===== src/rv64i_instruction_decoder_defines.svh =====
// ----------------------------------------------------------------------------
// RV64I decoder assertion macros
// Shared concurrent assertion forms, clocked on clk and disabled in reset.
// ----------------------------------------------------------------------------
`ifndef RV64I_INSTRUCTION_DECODER_DEFINES_SVH
`define RV64I_INSTRUCTION_DECODER_DEFINES_SVH

// The consequent must hold in the same cycle as the antecedent.
`define RV64DEC_ASSERT_SAME(label, ante, cons) \
  label: assert property (@(posedge clk) disable iff (!rst_n) (ante) |-> (cons)) \
    else $error("rv64dec: same-cycle check failed");

// The consequent must hold in the cycle after the antecedent.
`define RV64DEC_ASSERT_NEXT(label, ante, cons) \
  label: assert property (@(posedge clk) disable iff (!rst_n) (ante) |=> (cons)) \
    else $error("rv64dec: next-cycle check failed");

`endif


===== src/rv64dec_pkg.sv =====
// ----------------------------------------------------------------------------
// RV64I decoder package
// Operation numbers, error codes, opcodes and the decode control structure.
// ----------------------------------------------------------------------------
`default_nettype none

package rv64dec_pkg;

  localparam logic [6:0] OPC_LUI      = 7'h37;
  localparam logic [6:0] OPC_AUIPC    = 7'h17;
  localparam logic [6:0] OPC_JAL      = 7'h6f;
  localparam logic [6:0] OPC_JALR     = 7'h67;
  localparam logic [6:0] OPC_BRANCH   = 7'h63;
  localparam logic [6:0] OPC_LOAD     = 7'h03;
  localparam logic [6:0] OPC_STORE    = 7'h23;
  localparam logic [6:0] OPC_OP_IMM   = 7'h13;
  localparam logic [6:0] OPC_OP       = 7'h33;
  localparam logic [6:0] OPC_OP_IMM32 = 7'h1b;
  localparam logic [6:0] OPC_OP_32    = 7'h3b;
  localparam logic [6:0] OPC_MISC_MEM = 7'h0f;
  localparam logic [6:0] OPC_SYSTEM   = 7'h73;

  localparam logic [1:0]  FULL_SIZE_LSBS = 2'b11;
  localparam logic [6:0]  FUNCT7_ZERO    = 7'h00;
  localparam logic [6:0]  FUNCT7_ALT     = 7'h20;
  localparam logic [5:0]  SHIFT6_LOGIC   = 6'h00;
  localparam logic [5:0]  SHIFT6_ARITH   = 6'h10;
  localparam logic [31:0] SFENCE_MASK    = 32'hfe007fff;
  localparam logic [31:0] SFENCE_MATCH   = 32'h12000073;
  localparam logic [31:0] WORD_ECALL     = 32'h00000073;
  localparam logic [31:0] WORD_EBREAK    = 32'h00100073;
  localparam logic [31:0] WORD_SRET      = 32'h10200073;
  localparam logic [31:0] WORD_MRET      = 32'h30200073;
  localparam logic [31:0] WORD_WFI       = 32'h10500073;
  localparam logic [31:0] WORD_FENCE_I   = 32'h0000100f;

  typedef enum logic [5:0] {
    OP_LUI, OP_AUIPC, OP_JAL, OP_JALR,
    OP_BEQ, OP_BNE, OP_BLT, OP_BGE, OP_BLTU, OP_BGEU,
    OP_LB, OP_LH, OP_LW, OP_LD, OP_LBU, OP_LHU, OP_LWU,
    OP_SB, OP_SH, OP_SW, OP_SD,
    OP_ADDI, OP_SLTI, OP_SLTIU, OP_XORI, OP_ORI, OP_ANDI, OP_SLLI, OP_SRLI, OP_SRAI,
    OP_ADD, OP_SUB, OP_SLL, OP_SLT, OP_SLTU, OP_XOR, OP_SRL, OP_SRA, OP_OR, OP_AND,
    OP_ADDIW, OP_SLLIW, OP_SRLIW, OP_SRAIW,
    OP_ADDW, OP_SUBW, OP_SLLW, OP_SRLW, OP_SRAW,
    OP_FENCE, OP_FENCE_I, OP_SFENCE_VMA,
    OP_ECALL, OP_EBREAK, OP_SRET, OP_MRET, OP_WFI,
    OP_CSRRW, OP_CSRRS, OP_CSRRC, OP_CSRRWI, OP_CSRRSI, OP_CSRRCI
  } op_t;

  typedef enum logic [3:0] {
    ERR_COMPRESSED, ERR_OPCODE, ERR_JALR, ERR_BRANCH, ERR_LOAD, ERR_STORE,
    ERR_SLLI, ERR_SHIFT_RIGHT_IMM, ERR_ALT_OP, ERR_OP_EXT, ERR_OP_IMM32,
    ERR_ALT_OP32, ERR_OP32_EXT, ERR_OP32_FUNCT3, ERR_MISC_MEM, ERR_SYSTEM
  } err_t;

  typedef enum logic [2:0] {
    IMM_NONE, IMM_I, IMM_S, IMM_B, IMM_U, IMM_J, IMM_SHAMT6, IMM_SHAMT5
  } imm_kind_t;

  typedef struct packed {
    logic      is_error;
    err_t      error_code;
    op_t       operation;
    imm_kind_t imm_kind;
  } dec_ctl_t;

endpackage

`default_nettype wire


===== src/rv64dec_classify.sv =====
// ----------------------------------------------------------------------------
// RV64I decoder classifier
// Maps an instruction word to its operation, error code and immediate format.
// ----------------------------------------------------------------------------
`default_nettype none

module rv64dec_classify (
  input  wire logic [31:0]           word,
  output rv64dec_pkg::dec_ctl_t      ctl
);
  import rv64dec_pkg::*;

  logic [6:0] opcode;
  logic [2:0] funct3;
  logic [6:0] funct7;
  logic [5:0] top6;

  assign opcode = word[6:0];
  assign funct3 = word[14:12];
  assign funct7 = word[31:25];
  assign top6   = word[31:26];

  always_comb begin
    // A successful decode leaves the error code at its zero value.
    ctl.is_error   = 1'b0;
    ctl.error_code = ERR_COMPRESSED;
    ctl.operation  = OP_LUI;
    ctl.imm_kind   = IMM_NONE;
    if (word[1:0] != FULL_SIZE_LSBS) begin
      ctl.is_error = 1'b1;
    end else begin
      unique case (opcode)
        OPC_LUI: begin
          ctl.operation = OP_LUI;
          ctl.imm_kind  = IMM_U;
        end
        OPC_AUIPC: begin
          ctl.operation = OP_AUIPC;
          ctl.imm_kind  = IMM_U;
        end
        OPC_JAL: begin
          ctl.operation = OP_JAL;
          ctl.imm_kind  = IMM_J;
        end
        OPC_JALR: begin
          if (funct3 == 3'd0) begin
            ctl.operation = OP_JALR;
            ctl.imm_kind  = IMM_I;
          end else begin
            ctl.is_error   = 1'b1;
            ctl.error_code = ERR_JALR;
          end
        end
        OPC_BRANCH: begin
          ctl.imm_kind = IMM_B;
          unique case (funct3)
            3'd0: ctl.operation = OP_BEQ;
            3'd1: ctl.operation = OP_BNE;
            3'd4: ctl.operation = OP_BLT;
            3'd5: ctl.operation = OP_BGE;
            3'd6: ctl.operation = OP_BLTU;
            3'd7: ctl.operation = OP_BGEU;
            default: begin
              ctl.is_error   = 1'b1;
              ctl.error_code = ERR_BRANCH;
              ctl.imm_kind   = IMM_NONE;
            end
          endcase
        end
        OPC_LOAD: begin
          ctl.imm_kind = IMM_I;
          unique case (funct3)
            3'd0: ctl.operation = OP_LB;
            3'd1: ctl.operation = OP_LH;
            3'd2: ctl.operation = OP_LW;
            3'd3: ctl.operation = OP_LD;
            3'd4: ctl.operation = OP_LBU;
            3'd5: ctl.operation = OP_LHU;
            3'd6: ctl.operation = OP_LWU;
            default: begin
              ctl.is_error   = 1'b1;
              ctl.error_code = ERR_LOAD;
              ctl.imm_kind   = IMM_NONE;
            end
          endcase
        end
        OPC_STORE: begin
          ctl.imm_kind = IMM_S;
          unique case (funct3)
            3'd0: ctl.operation = OP_SB;
            3'd1: ctl.operation = OP_SH;
            3'd2: ctl.operation = OP_SW;
            3'd3: ctl.operation = OP_SD;
            default: begin
              ctl.is_error   = 1'b1;
              ctl.error_code = ERR_STORE;
              ctl.imm_kind   = IMM_NONE;
            end
          endcase
        end
        OPC_OP_IMM: begin
          ctl.imm_kind = IMM_I;
          unique case (funct3)
            3'd0: ctl.operation = OP_ADDI;
            3'd2: ctl.operation = OP_SLTI;
            3'd3: ctl.operation = OP_SLTIU;
            3'd4: ctl.operation = OP_XORI;
            3'd6: ctl.operation = OP_ORI;
            3'd7: ctl.operation = OP_ANDI;
            3'd1: begin
              if (top6 == SHIFT6_LOGIC) begin
                ctl.operation = OP_SLLI;
                ctl.imm_kind  = IMM_SHAMT6;
              end else begin
                ctl.is_error   = 1'b1;
                ctl.error_code = ERR_SLLI;
                ctl.imm_kind   = IMM_NONE;
              end
            end
            default: begin
              if (top6 == SHIFT6_LOGIC) begin
                ctl.operation = OP_SRLI;
                ctl.imm_kind  = IMM_SHAMT6;
              end else if (top6 == SHIFT6_ARITH) begin
                ctl.operation = OP_SRAI;
                ctl.imm_kind  = IMM_SHAMT6;
              end else begin
                ctl.is_error   = 1'b1;
                ctl.error_code = ERR_SHIFT_RIGHT_IMM;
                ctl.imm_kind   = IMM_NONE;
              end
            end
          endcase
        end
        OPC_OP: begin
          if (funct7 == FUNCT7_ALT) begin
            if (funct3 == 3'd0) begin
              ctl.operation = OP_SUB;
            end else if (funct3 == 3'd5) begin
              ctl.operation = OP_SRA;
            end else begin
              ctl.is_error   = 1'b1;
              ctl.error_code = ERR_ALT_OP;
            end
          end else if (funct7 != FUNCT7_ZERO) begin
            ctl.is_error   = 1'b1;
            ctl.error_code = ERR_OP_EXT;
          end else begin
            unique case (funct3)
              3'd0: ctl.operation = OP_ADD;
              3'd1: ctl.operation = OP_SLL;
              3'd2: ctl.operation = OP_SLT;
              3'd3: ctl.operation = OP_SLTU;
              3'd4: ctl.operation = OP_XOR;
              3'd5: ctl.operation = OP_SRL;
              3'd6: ctl.operation = OP_OR;
              default: ctl.operation = OP_AND;
            endcase
          end
        end
        OPC_OP_IMM32: begin
          if (funct3 == 3'd0) begin
            ctl.operation = OP_ADDIW;
            ctl.imm_kind  = IMM_I;
          end else if (funct3 == 3'd1 && funct7 == FUNCT7_ZERO) begin
            ctl.operation = OP_SLLIW;
            ctl.imm_kind  = IMM_SHAMT5;
          end else if (funct3 == 3'd5 && funct7 == FUNCT7_ZERO) begin
            ctl.operation = OP_SRLIW;
            ctl.imm_kind  = IMM_SHAMT5;
          end else if (funct3 == 3'd5 && funct7 == FUNCT7_ALT) begin
            ctl.operation = OP_SRAIW;
            ctl.imm_kind  = IMM_SHAMT5;
          end else begin
            ctl.is_error   = 1'b1;
            ctl.error_code = ERR_OP_IMM32;
          end
        end
        OPC_OP_32: begin
          if (funct7 == FUNCT7_ALT) begin
            if (funct3 == 3'd0) begin
              ctl.operation = OP_SUBW;
            end else if (funct3 == 3'd5) begin
              ctl.operation = OP_SRAW;
            end else begin
              ctl.is_error   = 1'b1;
              ctl.error_code = ERR_ALT_OP32;
            end
          end else if (funct7 != FUNCT7_ZERO) begin
            ctl.is_error   = 1'b1;
            ctl.error_code = ERR_OP32_EXT;
          end else if (funct3 == 3'd0) begin
            ctl.operation = OP_ADDW;
          end else if (funct3 == 3'd1) begin
            ctl.operation = OP_SLLW;
          end else if (funct3 == 3'd5) begin
            ctl.operation = OP_SRLW;
          end else begin
            ctl.is_error   = 1'b1;
            ctl.error_code = ERR_OP32_FUNCT3;
          end
        end
        OPC_MISC_MEM: begin
          if (funct3 == 3'd0) begin
            ctl.operation = OP_FENCE;
          end else if (word == WORD_FENCE_I) begin
            ctl.operation = OP_FENCE_I;
          end else begin
            ctl.is_error   = 1'b1;
            ctl.error_code = ERR_MISC_MEM;
          end
        end
        OPC_SYSTEM: begin
          unique case (funct3)
            3'd0: begin
              if ((word & SFENCE_MASK) == SFENCE_MATCH) begin
                ctl.operation = OP_SFENCE_VMA;
              end else if (word == WORD_ECALL) begin
                ctl.operation = OP_ECALL;
              end else if (word == WORD_EBREAK) begin
                ctl.operation = OP_EBREAK;
              end else if (word == WORD_SRET) begin
                ctl.operation = OP_SRET;
              end else if (word == WORD_MRET) begin
                ctl.operation = OP_MRET;
              end else if (word == WORD_WFI) begin
                ctl.operation = OP_WFI;
              end else begin
                ctl.is_error   = 1'b1;
                ctl.error_code = ERR_SYSTEM;
              end
            end
            3'd1: ctl.operation = OP_CSRRW;
            3'd2: ctl.operation = OP_CSRRS;
            3'd3: ctl.operation = OP_CSRRC;
            3'd5: ctl.operation = OP_CSRRWI;
            3'd6: ctl.operation = OP_CSRRSI;
            3'd7: ctl.operation = OP_CSRRCI;
            default: begin
              ctl.is_error   = 1'b1;
              ctl.error_code = ERR_SYSTEM;
            end
          endcase
        end
        default: begin
          ctl.is_error   = 1'b1;
          ctl.error_code = ERR_OPCODE;
        end
      endcase
    end
  end

endmodule

`default_nettype wire


===== src/rv64dec_imm_gen.sv =====
// ----------------------------------------------------------------------------
// RV64I decoder immediate generator
// Assembles the sign-extended immediate or shift amount for a given format.
// ----------------------------------------------------------------------------
`default_nettype none

module rv64dec_imm_gen (
  input  wire logic [31:0]              word,
  input  wire rv64dec_pkg::imm_kind_t   imm_kind,
  output logic signed [31:0]            imm
);
  import rv64dec_pkg::*;

  always_comb begin
    unique case (imm_kind)
      IMM_I:      imm = {{20{word[31]}}, word[31:20]};
      IMM_S:      imm = {{20{word[31]}}, word[31:25], word[11:7]};
      IMM_B:      imm = {{20{word[31]}}, word[7], word[30:25], word[11:8], 1'b0};
      IMM_U:      imm = {word[31:12], 12'h000};
      IMM_J:      imm = {{12{word[31]}}, word[19:12], word[20], word[30:21], 1'b0};
      IMM_SHAMT6: imm = {26'd0, word[25:20]};
      IMM_SHAMT5: imm = {27'd0, word[24:20]};
      default:    imm = 32'sd0;
    endcase
  end

endmodule

`default_nettype wire


===== src/rv64i_instruction_decoder.sv =====
// ----------------------------------------------------------------------------
// RV64I instruction decoder
// Decodes RV64I, fence, CSR and privileged words into operation, register
// fields, immediate and error information.
//
//   Channel  Direction  Handshake            Payload
//   in_      input      in_valid / in_stall   instruction_word
//   out_     output     out_valid / out_stall decoded fields and word echo
//
// One transaction is taken per cycle while in_stall is low; an accepted word
// passes through an input register and then a result register.
// Reset clears only the two valid flags; payload registers are not reset.
// The input register holds one further transaction while a result is stalled.
// ----------------------------------------------------------------------------
`default_nettype none
`include "rv64i_instruction_decoder_defines.svh"

module rv64i_instruction_decoder (
  input  wire logic               clk,
  input  wire logic               rst_n,
  input  wire logic               in_valid,
  output logic                    in_stall,
  input  wire logic [31:0]        in_instruction_word,
  output logic                    out_valid,
  input  wire logic               out_stall,
  output logic                    out_is_error,
  output logic [3:0]              out_error_code,
  output logic [5:0]              out_operation_code,
  output logic [4:0]              out_dest_reg,
  output logic [4:0]              out_src1_reg,
  output logic [4:0]              out_src2_reg,
  output logic signed [31:0]      out_imm_value,
  output logic [11:0]             out_csr_number,
  output logic [31:0]             out_word_echo
);
  import rv64dec_pkg::*;

  logic               s1_valid_r;
  logic               s1_valid_nxt;
  logic [31:0]        s1_word_r;
  logic               out_valid_r;
  logic               out_valid_nxt;
  logic               out_ready;
  logic               s1_ready;
  logic               s1_load;
  logic               out_load;
  dec_ctl_t           ctl;
  logic signed [31:0] imm;
  logic               is_error_r;
  logic [3:0]         error_code_r;
  logic [5:0]         operation_r;
  logic signed [31:0] imm_r;
  logic [31:0]        word_r;

  rv64dec_classify u_classify (
    .word (s1_word_r),
    .ctl  (ctl)
  );

  rv64dec_imm_gen u_imm_gen (
    .word     (s1_word_r),
    .imm_kind (ctl.imm_kind),
    .imm      (imm)
  );

  assign out_ready     = !out_valid_r || !out_stall;
  assign s1_ready      = !s1_valid_r || out_ready;
  assign in_stall      = !s1_ready;
  assign s1_load       = in_valid && s1_ready;
  assign out_load      = s1_valid_r && out_ready;
  assign s1_valid_nxt  = s1_load ? 1'b1 : (out_ready ? 1'b0 : s1_valid_r);
  assign out_valid_nxt = out_ready ? s1_valid_r : out_valid_r;

  always_ff @(posedge clk) begin
    if (!rst_n) begin
      s1_valid_r  <= 1'b0;
      out_valid_r <= 1'b0;
    end else begin
      s1_valid_r  <= s1_valid_nxt;
      out_valid_r <= out_valid_nxt;
    end
  end

  always_ff @(posedge clk) begin
    if (s1_load) begin
      s1_word_r <= in_instruction_word;
    end
  end

  always_ff @(posedge clk) begin
    if (out_load) begin
      is_error_r   <= ctl.is_error;
      error_code_r <= ctl.error_code;
      operation_r  <= ctl.operation;
      imm_r        <= imm;
      word_r       <= s1_word_r;
    end
  end

  assign out_valid          = out_valid_r;
  assign out_is_error       = is_error_r;
  assign out_error_code     = error_code_r;
  assign out_operation_code = operation_r;
  assign out_dest_reg       = word_r[11:7];
  assign out_src1_reg       = word_r[19:15];
  assign out_src2_reg       = word_r[24:20];
  assign out_imm_value      = imm_r;
  assign out_csr_number     = word_r[31:20];
  assign out_word_echo      = word_r;

  `RV64DEC_ASSERT_SAME(a_error_clears_op, out_valid_r && is_error_r, operation_r == OP_LUI && imm_r == 32'sd0)
  `RV64DEC_ASSERT_SAME(a_success_code_zero, out_valid_r && !is_error_r, error_code_r == ERR_COMPRESSED)
  `RV64DEC_ASSERT_SAME(a_stall_needs_held, in_stall, s1_valid_r && out_valid_r && out_stall)
  `RV64DEC_ASSERT_NEXT(a_word_advances, s1_valid_r && out_ready, out_valid_r && word_r == $past(s1_word_r))
  `RV64DEC_ASSERT_SAME(a_compressed_flagged, out_valid_r && word_r[1:0] != FULL_SIZE_LSBS, is_error_r)

endmodule

`default_nettype wire


===== config.mk =====
export PLATFORM = sky130hd
export DESIGN_NAME = rv64i_instruction_decoder
export DESIGN_NICKNAME = d
export VERILOG_FILES = /design/src/rv64dec_pkg.sv /design/src/rv64dec_classify.sv /design/src/rv64dec_imm_gen.sv /design/src/rv64i_instruction_decoder.sv
export VERILOG_INCLUDE_DIRS = /design/src /design/src/src
export SDC_FILE = /design/constraint.sdc
export NUM_CORES = 1
export LEC_CHECK = 0
export BUFFER_PORTS_ARGS = -buffer_cell sky130_fd_sc_hd__buf_2
export CORE_UTILIZATION = 53
export CTS_CLUSTER_DIAMETER = 40
export CTS_CLUSTER_SIZE = 14
export DETAILED_ROUTE_END_ITERATION = 6
export HOLD_SLACK_MARGIN = 0.1
export PLACE_DENSITY = 0.84
export SETUP_SLACK_MARGIN = 0.2
export SLEW_MARGIN = 20
export SYNTH_ARGS = -nofsm -noshare
export SYNTH_HDL_FRONTEND = slang
export SYNTH_SLANG_ARGS = --single-unit

===== constraint.sdc =====
create_clock -name clk -period 9.6 [get_ports clk]
set_input_delay 1.92 -clock clk [delete_from_list [all_inputs] [get_ports clk]]
set_output_delay 1.92 -clock clk [all_outputs]
set_load 0.1 [all_outputs]

==> key figures <==
Setup path
  – Worst path required time: 7680 ps
  – CP endpoint kind: primary output
  – Worst setup SP type: input pin
  – Crit Path Max Fanout: 3
  – WS Path Type: in2out
  – Crit path arrival time: 2760 ps

STA
  – Hold WS: 479 ps
  – Worst slew pin tran: 1080 ps
  – Post-route setup slack: 4920 ps
  – Minimum clock period: 4680 ps
  – Total negative slack: 0 ps
  – FMAX: 0.214 GHz
  – Worst Clk Skew: 25.1 ps
  – Slew HR: 0.277
  – RSZ-0062 raised after global routing: false
  – Post-route clock period utilization: 0.488
  – Final slew viol count: 0
  – Setup-violating endpoint count in the final report: 0
  – Hold Fails Final Rpt: 0

Finish
  – # diodes: 0
  – Final core occ: 0.637
  – Layout cell share with drive strength beyond 1: 0.291
  – Design area: 0.00631 sq mm
  – Fin cells: 718
  – Final Net Count: 622
  – Fill cell count: 806
  – P&R area growth vs syn: 14.5%

Synth
  – Syn Nets: 521
  – Synth warn: 0
  – Post-synth top area cell: edfxtp_1
  – Top-count cell post-synth: edfxtp_1
  – Synth top area cells: edfxtp_1, buf_4, a21oi_1, nand2_1, nand3_1
  – Fraction of registers with async set/reset: 0
  – Distinct cells, synth: 66
  – Most frequent cells after synthesis: edfxtp_1, nand2_1, a21oi_1
  – Post-Syn Area: 0.00551 sq mm
  – Synthesized flop and latch total: 109
  – Syn Inst Count: 479
  – Synth Area per Inst: 11.5 sq um
  – Share of the synthesized area in the top cell type: 0.583
  – Register area share after synthesis: 0.590
  – Commonest register cell after synthesis: edfxtp_1
  – Post-synth EDFFs: 107

Detailed routing
  – Routed WL: 15100 um
  – Vias/cell: 6.22
  – Iteration-0 DRC count of the detailed router: 407
  – Total vias in the final route: 4463
  – DRC errors left: 0
  – WL/cell: 21.0 um
  – Routed Antenna Nets: 0
  – Drt pass-1 iters: 5

Power and ir drop
  – Gate power share: 0.222
  – PwrDens: 173 mW/mm^2
  – Leakage power total: 2.46 nW
  – Sequential share of power: 0.522
  – Power Internal: 695 uW
  – Sw frac: 0.363
  – Clk pwr share: 0.256
  – P_sw: 395 uW
  – Worst VDD drop: 0.121 mV
  – Overall power: 1.09 mW

Floorplanning
  – Num rows: 36
  – DIE WIDTH: 104 um
  – Core area: 0.00991 sq mm
  – Die Footprint: 0.0108 sq mm
  – Initial Util: 0.556
  – I/O pin count: 140
  – Die H: 104 um

Global routing
  – GRT busiest layer: met2
  – M1 GR Usage: 0.378
  – Routing usage on met3: 0.0589
  – GRT Util Overall: 0.277
  – GR Overflow Total: 0
  – Pin count of the biggest net entering global routing: 46
  – First-pass GRT wire length: 23000 um
  – GRT met2 Usage: 0.437
  – Vias in the first global route: 4135
  – Initial antenna violation count: 0

CTS
  – Max clock buf depth: 2
  – H-Tree Depth: 3
  – Hold Buf Count CTS: 0
  – Worst-path clk slew: 100 ps
  – Clock latency on the worst-skew pair: 390 ps
  – Post-CTS Setup Inserts: 0
  – CTS Buf Count: 9
  – Total clock sinks: 109
  – CTS tree: yes
  – Post_cts resized: 0
  – Root buffer cell: clkbuf_8

Place
  – Post-DP Area: 0.00611 sq mm
  – Inst Count DP: 702
  – GP Congestion: 0.931
  – Post-Place Setup Slack: 4920 ps
  – Buffers on Ports: 139
  – HPWL after DPL: 10600 um

Hold path
  – Hold Path Class: reg2reg

Run status
  – Run status: complete, no violations

Job
  – Total of max-cap violations: 0
-- path summary, 6_finish.rpt --
check | from | endpoint | depth (start not counted) | slack, ps
min | s1_word_r[17] | out_word_echo[17] | 0 | 480
min reg2reg | s1_word_r[17] | out_word_echo[17] | 0 | 480
max | out_stall | in_stall | 3 | 4920
max reg2reg | s1_word_r[3] | out_error_code[2] | 6 | 6380
-- power groups by stage --
stage          sequential [mW]  clock, mW  combinational (mW)
3_3_place_gp             0.578          0               0.239
2_1_floorplan            0.690          0              0.0914
6_report                 0.570      0.279               0.242
4_1_cts                  0.569      0.281               0.241
5_1_grt                  0.573      0.299               0.248
3_5_place_dp             0.580          0               0.240
-- routing by layer --
layer  routed length [um]  vias up
li1                     -     2019
met1                 6190     2131
met2                 7050      289
met3                 1530       24
met4                  316        0
met5                    0        -
-- worst max-delay path: stages --
cell and delay (ps):
buf_2 130, and3_1 250, buf_2 460
-- sequential cells by signal, indices dropped and copies added (netlist names) --
name                cells
out_imm_value          32
s1_valid_r              1
out_valid               1
out_operation_code      6
out_is_error            1
s1_word_r              32
out_word_echo          32
out_error_code          4
-- logic make-up after synthesis --
group	synth area share
adder cells (fa/ha/maj)	0.0154
buffers and inverters	0.0635
multiplexers	0.00182
flip-flops	0.590
AND/OR/NAND/NOR	0.179
AO/OA/AOI/OAI	0.150
-- final cells by class --
| class | instances | area, sq um | share of cell area |
|---|---|---|---|
| sequential | 109 | 3250 | 0.515 |
| multi-input combinational | 309 | 1930 | 0.306 |
| timing repair buffer | 145 | 741 | 0.117 |
| tap | 133 | 166 | 0.0264 |
| clock buffer | 10 | 138 | 0.0218 |
| clock inverter | 6 | 62.6 | 0.00991 |
| inverter | 6 | 22.5 | 0.00357 |
-- cells in the final DEF, fill, tap and decap left out, types with 3 or more instances in the layout --
| cell type | instances |
|---|---|
| a21o_1 | 12 |
| a21oi_1 | 29 |
| a221o_1 | 3 |
| a31oi_1 | 8 |
| a32oi_1 | 3 |
| and2_1 | 9 |
| and3_1 | 10 |
| buf_2 | 139 |
| buf_4 | 6 |
| clkbuf_8 | 10 |
| edfxtp_1 | 107 |
| ha_1 | 6 |
| inv_1 | 6 |
| nand2_1 | 37 |
| nand2b_1 | 6 |
| nand3_1 | 23 |
| nand3b_1 | 3 |
| nand4_1 | 7 |
| nor2_1 | 28 |
| nor2b_1 | 8 |
| nor3_1 | 14 |
| nor4_1 | 5 |
| o211ai_1 | 7 |
| o21ai_0 | 16 |
| o22ai_1 | 3 |
| o2bb2ai_1 | 5 |
| o31a_1 | 4 |
| o31ai_1 | 4 |
| o32ai_1 | 5 |
| or3_1 | 5 |
| or4_1 | 4 |
(Power assumes the default switching activity.)
